## config.mk

```make
export PLATFORM = sky130hd
export DESIGN_NAME = ccts_ctrl
export DESIGN_NICKNAME = d
export VERILOG_FILES = /design/src/rtl/ccts_pkg.sv /design/src/rtl/ccts_ctrl.sv
export SDC_FILE = /design/constraint.sdc
export NUM_CORES = 1
export LEC_CHECK = 0
export BUFFER_PORTS_ARGS = -buffer_cell sky130_fd_sc_hd__buf_2
export CAP_MARGIN = 15
export CORE_MARGIN = 8
export CORE_UTILIZATION = 42
export DETAILED_ROUTE_END_ITERATION = 10
export PLACE_DENSITY = 0.6
export SETUP_SLACK_MARGIN = 0.3
export SYNTH_ARGS = -nofsm -noshare
export SYNTH_HDL_FRONTEND = slang
export SYNTH_SLANG_ARGS = --single-unit
export TNS_END_PERCENT = 100
```

## constraint.sdc

```tcl
create_clock -name aclk -period 6.4 [get_ports aclk]
set_input_delay 0.96 -clock aclk [delete_from_list [all_inputs] [get_ports aclk]]
set_output_delay 0.96 -clock aclk [all_outputs]
set_load 0.02 [all_outputs]
```

## src/rtl/ccts_pkg.sv

```systemverilog
// ----------------------------------------------------------------------------
// ccts_pkg
// Shared widths, datapath operation codes and controller/datapath structs
// for the coil combiner with temporal-SNR statistics.
// ----------------------------------------------------------------------------
`default_nettype none

package ccts_pkg;

    // default parameter values
    localparam int MAX_TIMESTEPS_DEF = 1024;
    localparam int SAMPLE_WIDTH_DEF  = 16;

    // fixed field and state widths
    localparam int IN_W    = 16;
    localparam int OUT_W   = 24;
    localparam int SNR_W   = 16;
    localparam int ACC_W   = 48;
    localparam int CNT_W   = 10;
    localparam int SUM_W   = 34;
    localparam int SQS_W   = 56;
    localparam int PROD_W  = 76;   // widest product of the statistics unit
    localparam int DIV_W   = 92;   // dividend width (product shifted by 16)
    localparam int MB_W    = 34;   // multiplier operand width
    localparam int ITER_W  = 7;

    // iteration counts of the shared units
    localparam logic [ITER_W-1:0] MUL_STEPS  = ITER_W'(MB_W);
    localparam logic [ITER_W-1:0] DIV_STEPS  = ITER_W'(DIV_W);
    localparam logic [ITER_W-1:0] SQRT_STEPS = ITER_W'(ACC_W / 2);

    localparam logic signed [ACC_W-1:0] ACC_MAX = {1'b0, {(ACC_W-1){1'b1}}};
    localparam logic signed [ACC_W-1:0] ACC_MIN = {1'b1, {(ACC_W-1){1'b0}}};
    localparam logic signed [OUT_W-1:0] OUT_MAX = {1'b0, {(OUT_W-1){1'b1}}};
    localparam logic signed [OUT_W-1:0] OUT_MIN = {1'b1, {(OUT_W-1){1'b0}}};

    // register indexes of the configuration port
    localparam logic REG_COMBINE_MODE = 1'b0;
    localparam logic REG_STATS_PARITY = 1'b1;

    // datapath operations issued by the controller
    typedef enum logic [4:0] {
        OP_NOP,
        OP_LOAD,
        OP_MAC,
        OP_WFIN,
        OP_RSS_LD,
        OP_STEP,
        OP_RFIN,
        OP_SQ,
        OP_UPD,
        OP_MEAN_LD,
        OP_MEAN_FIN,
        OP_S2_FIN,
        OP_NQ_FIN,
        OP_Y_FIN,
        OP_X_FIN,
        OP_Q_FIN,
        OP_SNR_FIN,
        OP_OUT
    } ccts_op_t;

    // which iterative unit a step advances
    typedef enum logic [1:0] {
        UNIT_MUL,
        UNIT_DIV,
        UNIT_SQRT
    } ccts_unit_t;

    // datapath status seen by the controller
    typedef struct packed {
        logic last_coil;
        logic last_time;
        logic mode;
        logic step_last;
        logic n_zero;
        logic n_lt2;
        logic stop_nq;
        logic out_free;
    } ccts_status_t;

endpackage

`default_nettype wire

```

## src/rtl/ccts_ctrl.sv

```systemverilog
// ----------------------------------------------------------------------------
// ccts_ctrl
// Sequencer: walks one word through accumulate, combine, statistics update
// and, at the end of a series, the mean / temporal-SNR computation.
// ----------------------------------------------------------------------------
`default_nettype none

module ccts_ctrl import ccts_pkg::*; (
    input  wire logic         aclk,
    input  wire logic         aresetn,
    input  wire logic         s_valid,
    output logic              s_ready,
    input  wire ccts_status_t st,
    output ccts_op_t          op
);

    typedef enum logic [23:0] {
        ST_IDLE = 24'h000001,
        ST_MAC  = 24'h000002,
        ST_WFIN = 24'h000004,
        ST_RLD  = 24'h000008,
        ST_RSQ  = 24'h000010,
        ST_RFIN = 24'h000020,
        ST_SQ   = 24'h000040,
        ST_UPD  = 24'h000080,
        ST_MLD  = 24'h000100,
        ST_MDIV = 24'h000200,
        ST_MFIN = 24'h000400,
        ST_S2   = 24'h000800,
        ST_S2F  = 24'h001000,
        ST_NQ   = 24'h002000,
        ST_NQF  = 24'h004000,
        ST_Y    = 24'h008000,
        ST_YF   = 24'h010000,
        ST_X    = 24'h020000,
        ST_XF   = 24'h040000,
        ST_QDIV = 24'h080000,
        ST_QF   = 24'h100000,
        ST_TSQ  = 24'h200000,
        ST_TF   = 24'h400000,
        ST_OUT  = 24'h800000
    } state_t;

    state_t state_reg;
    state_t state_next;

    // next state and operation
    always_comb begin
        state_next = state_reg;
        op         = OP_NOP;
        s_ready    = 1'b0;
        unique case (state_reg)
            ST_IDLE: begin
                s_ready = 1'b1;
                if (s_valid) begin
                    op         = OP_LOAD;
                    state_next = ST_MAC;
                end
            end
            ST_MAC: begin
                op = OP_MAC;
                if (!st.last_coil) begin
                    state_next = ST_IDLE;
                end else if (st.mode) begin
                    state_next = ST_WFIN;
                end else begin
                    state_next = ST_RLD;
                end
            end
            ST_WFIN: begin
                op         = OP_WFIN;
                state_next = ST_SQ;
            end
            ST_RLD: begin
                op         = OP_RSS_LD;
                state_next = ST_RSQ;
            end
            ST_RSQ: begin
                op = OP_STEP;
                if (st.step_last) state_next = ST_RFIN;
            end
            ST_RFIN: begin
                op         = OP_RFIN;
                state_next = ST_SQ;
            end
            ST_SQ: begin
                op         = OP_SQ;
                state_next = ST_UPD;
            end
            ST_UPD: begin
                op         = OP_UPD;
                state_next = st.last_time ? ST_MLD : ST_OUT;
            end
            ST_MLD: begin
                op         = OP_MEAN_LD;
                state_next = st.n_zero ? ST_OUT : ST_MDIV;
            end
            ST_MDIV: begin
                op = OP_STEP;
                if (st.step_last) state_next = ST_MFIN;
            end
            ST_MFIN: begin
                op         = OP_MEAN_FIN;
                state_next = st.n_lt2 ? ST_OUT : ST_S2;
            end
            ST_S2: begin
                op = OP_STEP;
                if (st.step_last) state_next = ST_S2F;
            end
            ST_S2F: begin
                op         = OP_S2_FIN;
                state_next = ST_NQ;
            end
            ST_NQ: begin
                op = OP_STEP;
                if (st.step_last) state_next = ST_NQF;
            end
            ST_NQF: begin
                op         = OP_NQ_FIN;
                state_next = st.stop_nq ? ST_OUT : ST_Y;
            end
            ST_Y: begin
                op = OP_STEP;
                if (st.step_last) state_next = ST_YF;
            end
            ST_YF: begin
                op         = OP_Y_FIN;
                state_next = ST_X;
            end
            ST_X: begin
                op = OP_STEP;
                if (st.step_last) state_next = ST_XF;
            end
            ST_XF: begin
                op         = OP_X_FIN;
                state_next = ST_QDIV;
            end
            ST_QDIV: begin
                op = OP_STEP;
                if (st.step_last) state_next = ST_QF;
            end
            ST_QF: begin
                op         = OP_Q_FIN;
                state_next = ST_TSQ;
            end
            ST_TSQ: begin
                op = OP_STEP;
                if (st.step_last) state_next = ST_TF;
            end
            ST_TF: begin
                op         = OP_SNR_FIN;
                state_next = ST_OUT;
            end
            ST_OUT: begin
                if (st.out_free) begin
                    op         = OP_OUT;
                    state_next = ST_IDLE;
                end
            end
            default: begin
                state_next = ST_IDLE;
            end
        endcase
    end

    // state register
    always_ff @(posedge aclk) begin
        if (!aresetn) begin
            state_reg <= ST_IDLE;
        end else begin
            state_reg <= state_next;
        end
    end

endmodule

`default_nettype wire

```

==> results of run 1 <==
through the flow:
step                power, uW  hold slack (ps)  utilization  std cells
global placement          232              522        0.472        230
global route              358              588        0.488        234
detailed placement        232              531        0.472        230
CTS                       344              553        0.488        234
finish                    343              557        0.488        234
floorplan                 211              507            -        170
kinds of logic after synthesis:
logic type	Yosys count	share of synthesized area
xor gates and xnor gates	5	0.0305
buffers and inverters	7	0.0209
and+or+nand+nor	112	0.501
AOI/OAI and AO/OA	22	0.112
DFF	24	0.335
metal layers:
metal,vias up,part of all wire,track usage
met1,671,0.43,0.174
met3,9,0.071,0.0337
met4,0,0.019,0.0696
li1,682,-,-
met5,-,0,0
met2,45,0.48,0.255
area by class of cell:
type / count / area [sq um]
Timing Repair Buffer: 16 / 80.1
Tap cell: 46 / 57.6
Sequential cell: 24 / 480
Multi-Input combinational cell: 139 / 925
Clock buffer: 3 / 22.5
Inverter: 5 / 18.8
Clock inverter: 1 / 30.0
Fill cell: 340 / 1700
cell usage after synthesis, types with 2 or more instances:
cell and n:
nand4_1 7, nor4_4 4, nor4_1 3, nand3_1 5, nor4b_1 2, xnor2_1 2, nor2b_1 2, or2_1 2
nor2_1 28, inv_1 4, a21oi_1 11, nand4b_1 5, o221ai_1 3, and2_1 2, nand2_1 13, dfxtp_1 24
nor4_2 4, nand2b_1 2, or2_2 3, or4b_2 3, nor3_1 12, xor2_1 3, nand3b_1 7
power by group through the flow:
stage               registers (uW)  logic, uW  clock network (uW)
floorplan                      159       52.5                   0
global placement               160       71.6                   0
detailed placement             160       71.9                   0
CTS                            157       72.3                 115
global route                   157       78.9                 122
finish                         157       73.1                 113
worst reg2reg max path, cell delays in order (launching register included):
cell and delay (ps):
dfxtp_1 400, nor4_4 460, nand3_2 170, nor2_1 260, nand4b_1 310, o221ai_2 590
or2_1 540, nor4_1 140
worst paths after layout:
check,start,to,slack (ps),depth (start not counted)
max,state_reg[4],op[0],2750,7
min,state_reg[4],state_reg[4],560,2
max reg2reg,state_reg[4],state_reg[22],3400,7
min reg2reg,state_reg[4],state_reg[4],560,2
==> flow_metrics.py, run 1 <==
metrics = {
    "run_status": {
        "status": "finished clean",
    },
    "layout": {
        "drive_gt1_frac": 0.218,
        "fin_area_sq_um": 1610,
        "diodes": 0,
        "final_nets": 200,
        "area_growth_pct": 12.5,
        "largest_reg_flops": 24,
        "final_common_cell": "nor2_1",
        "layout_common_cells": "28 x nor2_1, 24 x dfxtp_1, 16 x buf_2, 13 x nand2_1, 12 x nor3_1",
    },
    "die": {
        "die_y_microns": 74.5,
        "die_w_microns": 74.5,
        "initial_core_util": 0.433,
        "rows": 21,
        "dieArea_sq_um": 5540,
        "core_area_sq_um": 3310,
        "ios": 17,
    },
    "pwr": {
        "intPower_uw": 242,
        "clockPowerShare": 0.330,
        "p_leak_uw": 0.000618,
        "power_frac_seq": 0.457,
        "irDropWorstVdd_v": 0.0000982,
        "powerDensity_nw_per_um2": 213,
        "netSwitchingFraction": 0.294,
        "netSwitchingPower_uw": 101,
        "pwr-share-comb": 0.213,
    },
    "setup_path": {
        "cp_top_family": "simple AND/OR/NAND/NOR gates",
        "path_cells": "nor4_4 -> nand3_2 -> or4_4 -> or3_1 -> o211ai_1 -> or4b_2 -> buf_2",
        "critPathMaxFanout": 5,
        "critPathBufInv": 1,
        "required_ps": 5440,
        "worstPathArrival_ps": 2690,
        "crit_type": "register to primary output",
        "slowest_delay_ps": 460,
        "cp_slowest_cell": "nor4_4",
        "cp-end-kind": "primary output",
        "cp-start-kind": "register",
    },
    "placed_design": {
        "dp_slack_ps": 3150,
        "gp_congestion": 0.942,
        "placed_cell_area_sq_um": 1560,
        "io_buffers": 16,
        "dp_hpwl_mm": 3.04,
    },
    "drt": {
        "avgViaCountPerCell": 6.01,
        "via_count": 1407,
        "drt_pre_antenna_iters": 4,
        "drtIter0Drc": 99,
        "routed_wl_mm": 3.96,
        "wl_per_cell_microns": 16.9,
        "drc_errors": 0,
        "ant_nets": 0,
    },
    "timing": {
        "rsz0062_at_grt": "no",
        "fin_crit_sh": 0.570,
        "worst_pin_slew_ps": 597,
        "fin_skew_ps": 6.97,
        "slew_headroom": 0.602,
        "period_minus_slack_ps": 3650,
        "max_freq_mhz": 274,
        "layout_setup_ws_ps": 2750,
        "setup_tns_ps": 0,
        "setup_viol": 0,
        "finalMaxSlewViolations": 0,
        "hold_viol": 0,
    },
    "run": {
        "maxCapViolCount": 0,
    },
    "clocking": {
        "cts_resized": 0,
        "clockBufferDepth": 2,
        "clkTransAtPathRegs_ps": 140,
        "cts_setup_buffers": 0,
        "h-tree-depth": 1,
        "postCtsHoldBufs": 0,
        "cts-buffers-inserted": 3,
        "cts_tree": "built",
        "cts_root_buffer": "clkbuf_4",
        "cts_sinks": 24,
        "clock_latency_ps": 330,
    },
    "logic_synthesis": {
        "synth_edf_count": 0,
        "syn_nets": 181,
        "synth_seq_area_share": 0.335,
        "synthTopCellsByArea": "dfxtp_1 33%, nor2_1 7.3%, nor4_4 5.9%, nor3_1 4.2%, a21oi_1 3.8%",
        "synth_top_area_share": 0.335,
        "synth_area_sq_um": 1440,
        "synth_ff_type": "dfxtp_1",
        "ys_warn_count": 0,
        "ys_ff_latch": 24,
        "async_flop_share": 0,
        "syn_area_per_cell_sq_um": 8.44,
        "synthDistinctLibCells": 42,
        "synth_area_leader_cell": "dfxtp_1",
        "synthCells": 170,
    },
    "global_routing": {
        "grt_max_degree": 15,
        "grt_pass1_wl_mm": 6.47,
        "antenna_found_initial": 0,
        "gr-total-overflow": 0,
        "grt_pass1_vias": 1362,
        "grt_usage": 0.150,
    },
    "worst_hold_path": {
        "hp-class": "register to register",
    },
}
No activity file was read; power rests on OpenSTA's default activity.
==> inputs of run 2 (changes only) <==
==> constraint.sdc (replaced) <==
create_clock -name aclk -period 3.4 [get_ports aclk]
set_input_delay 0.51 -clock aclk [delete_from_list [all_inputs] [get_ports aclk]]
set_output_delay 0.51 -clock aclk [all_outputs]
set_load 0.02 [all_outputs]
==> run 2 against run 1 <==
Net effect: design area is 6.3% higher; count of clock-buffer cells in the layout is 1 higher; via count is 1.9% higher; register-to-register slack worse by 2600 ps; setup slack worse by 2400 ps; non-clock buffer count is 9 higher; clock skew is 5.2 ps lower; cell count is 3.8% higher; sequential share of layout area is 0.45 points lower; sequential power is 87% higher; critical path type unchanged; largest cell class unchanged; largest power group unchanged.
==> flow_metrics.py, run 2 (synthesis results as in run 1) <==
metrics = {
    "run_status": {
        "status": "finished clean",
    },
    "pwr": {
        "power_frac_seq": 0.493,
        "netSwitchingPower_uw": 186,
        "netSwitchingFraction": 0.312,
        "finalPower_uw": 596,
        "intPower_uw": 410,
        "irDropWorstVdd_v": 0.000222,
        "clockPowerShare": 0.259,
        "p_leak_uw": 0.000672,
        "powerDensity_nw_per_um2": 348,
        "pwr-share-comb": 0.247,
    },
    "timing": {
        "rsz0062_at_grt": "yes",
        "worst_pin_slew_ps": 541,
        "max_freq_mhz": 323,
        "timing.hold.ws_ps": 354,
        "fin_skew_ps": 1.75,
        "fin_crit_sh": 0.912,
        "period_minus_slack_ps": 3100,
        "slew_headroom": 0.639,
        "setup_viol": 0,
        "hold_viol": 0,
        "setup_tns_ps": 0,
        "finalMaxSlewViolations": 0,
    },
    "placed_design": {
        "placed_cell_area_sq_um": 1580,
        "io_buffers": 16,
        "dp_cells": 232,
        "gp_congestion": 0.947,
        "dp_hpwl_mm": 2.95,
    },
    "setup_path": {
        "crit_type": "register to primary output",
        "regToRegSetupSlack_ps": 790,
        "worstPathArrival_ps": 2590,
        "r2r_cells": 8,
        "cp-start-kind": "register",
        "rr_startpoint": "state_reg[10]",
        "critPathMaxFanout": 6,
        "cp-end-kind": "primary output",
        "required_ps": 2890,
        "regToRegEndpoint": "state_reg[5]",
    },
    "global_routing": {
        "gr-total-overflow": 0,
        "grt_pass1_vias": 1337,
        "antenna_found_initial": 0,
        "grt_pass1_wl_mm": 6.35,
        "grt_usage": 0.147,
        "grt_max_degree": 14,
    },
    "layout": {
        "area_growth_pct": 19.5,
        "drive_gt1_frac": 0.340,
        "layout_common_cells": "28 x nor2_1, 15 x buf_2, 13 x nand2_1, 12 x dfxtp_2",
        "fin_cells": 243,
        "final_common_cell": "nor2_1",
        "largest_reg_flops": 24,
        "final_nets": 209,
        "diodes": 0,
        "fin_area_sq_um": 1720,
    },
    "drt": {
        "drt_pre_antenna_iters": 4,
        "wl_per_cell_microns": 16.5,
        "drc_errors": 0,
        "drtIter0Drc": 201,
        "routed_wl_mm": 4.02,
        "avgViaCountPerCell": 5.90,
        "via_count": 1434,
        "ant_nets": 0,
    },
    "clocking": {
        "cts_sinks": 24,
        "h-tree-depth": 1,
        "cts_root_buffer": "clkbuf_4",
        "clock_latency_ps": 320,
        "cts_tree": "built",
        "cts-buffers-inserted": 3,
        "clkTransAtPathRegs_ps": 130,
        "clockBufferDepth": 2,
        "postCtsHoldBufs": 0,
    },
    "die": {
        "core_area_sq_um": 3310,
        "die_y_microns": 74.5,
        "die_w_microns": 74.5,
        "ios": 17,
        "rows": 21,
        "dieArea_sq_um": 5540,
        "initial_core_util": 0.433,
    },
    "run": {
        "maxCapViolCount": 0,
    },
    "worst_hold_path": {
        "min_from": "st[5]",
        "worstHoldEndpoint": "state_reg[3]",
        "hp-class": "input pin to register",
        "holdPathStages": 2,
    },
}
-- run 2: how the worst max path moves through the flow --
stage | startpoint | endpoint | slack (ps) | cells past startpoint
floorplan | state_reg[13] | op[4] | 880 | 5
global placement | state_reg[4] | op[1] | 610 | 7
detailed placement | state_reg[4] | op[1] | 580 | 7
CTS | state_reg[22] | op[0] | 290 | 8
global route | state_reg[14] | op[0] | 220 | 7
finish | state_reg[14] | op[1] | 300 | 6
-- run 2: repair_timing --
item	CTS	global route
pin swaps	4	6
cloned	0	0
setup endpoints to repair	2	4
hold endpoints to repair	0	0
gates resized for setup	5	16
buffers inserted	2	5
-- run 2: area by class of cell --
class                   instances  area, sq um
fillers                       344         1600
multi-input cells             139          950
flip-flops and latches         24          503
repair buffers                 25          150
well taps                      46         57.6
clock buffers                   4         36.3
inverters                       5         18.8
-- run 2: worst max-delay path, cell delays in order (launching register included) --
cell and delay, ps:
dfxtp_4 400, nor4_4 380, nand2_2 160, or4_4 520, o311ai_0 480, or2_2 190
buf_2 150
-- run 2: stage by stage --
stage / utilization / worst slack [ps]
4_1_cts: 0.498 / 291
3_5_place_dp: 0.476 / 578
2_1_floorplan: - / 883
5_1_grt: 0.518 / 219
6_report: 0.518 / 300
3_3_place_gp: 0.476 / 607
-- run 2: power by group through the flow --
| stage | clock, uW | sequential [uW] | combinational, uW |
|---|---|---|---|
| floorplan | 0 | 299 | 98.8 |
| global placement | 0 | 301 | 136 |
| detailed placement | 0 | 301 | 138 |
| CTS | 159 | 295 | 141 |
| global route | 174 | 295 | 160 |
| finish | 155 | 294 | 147 |
-- run 2: routing by layer --
metal | up-vias | GRT usage | routed length [microns] | part of all wire
met5 | - | 0 | 0 | 0
met4 | 0 | 0.0500 | 57 | 0.014
met3 | 7 | 0.0216 | 132 | 0.033
met2 | 37 | 0.245 | 1950 | 0.48
met1 | 693 | 0.187 | 1880 | 0.47
li1 | 697 | - | - | -
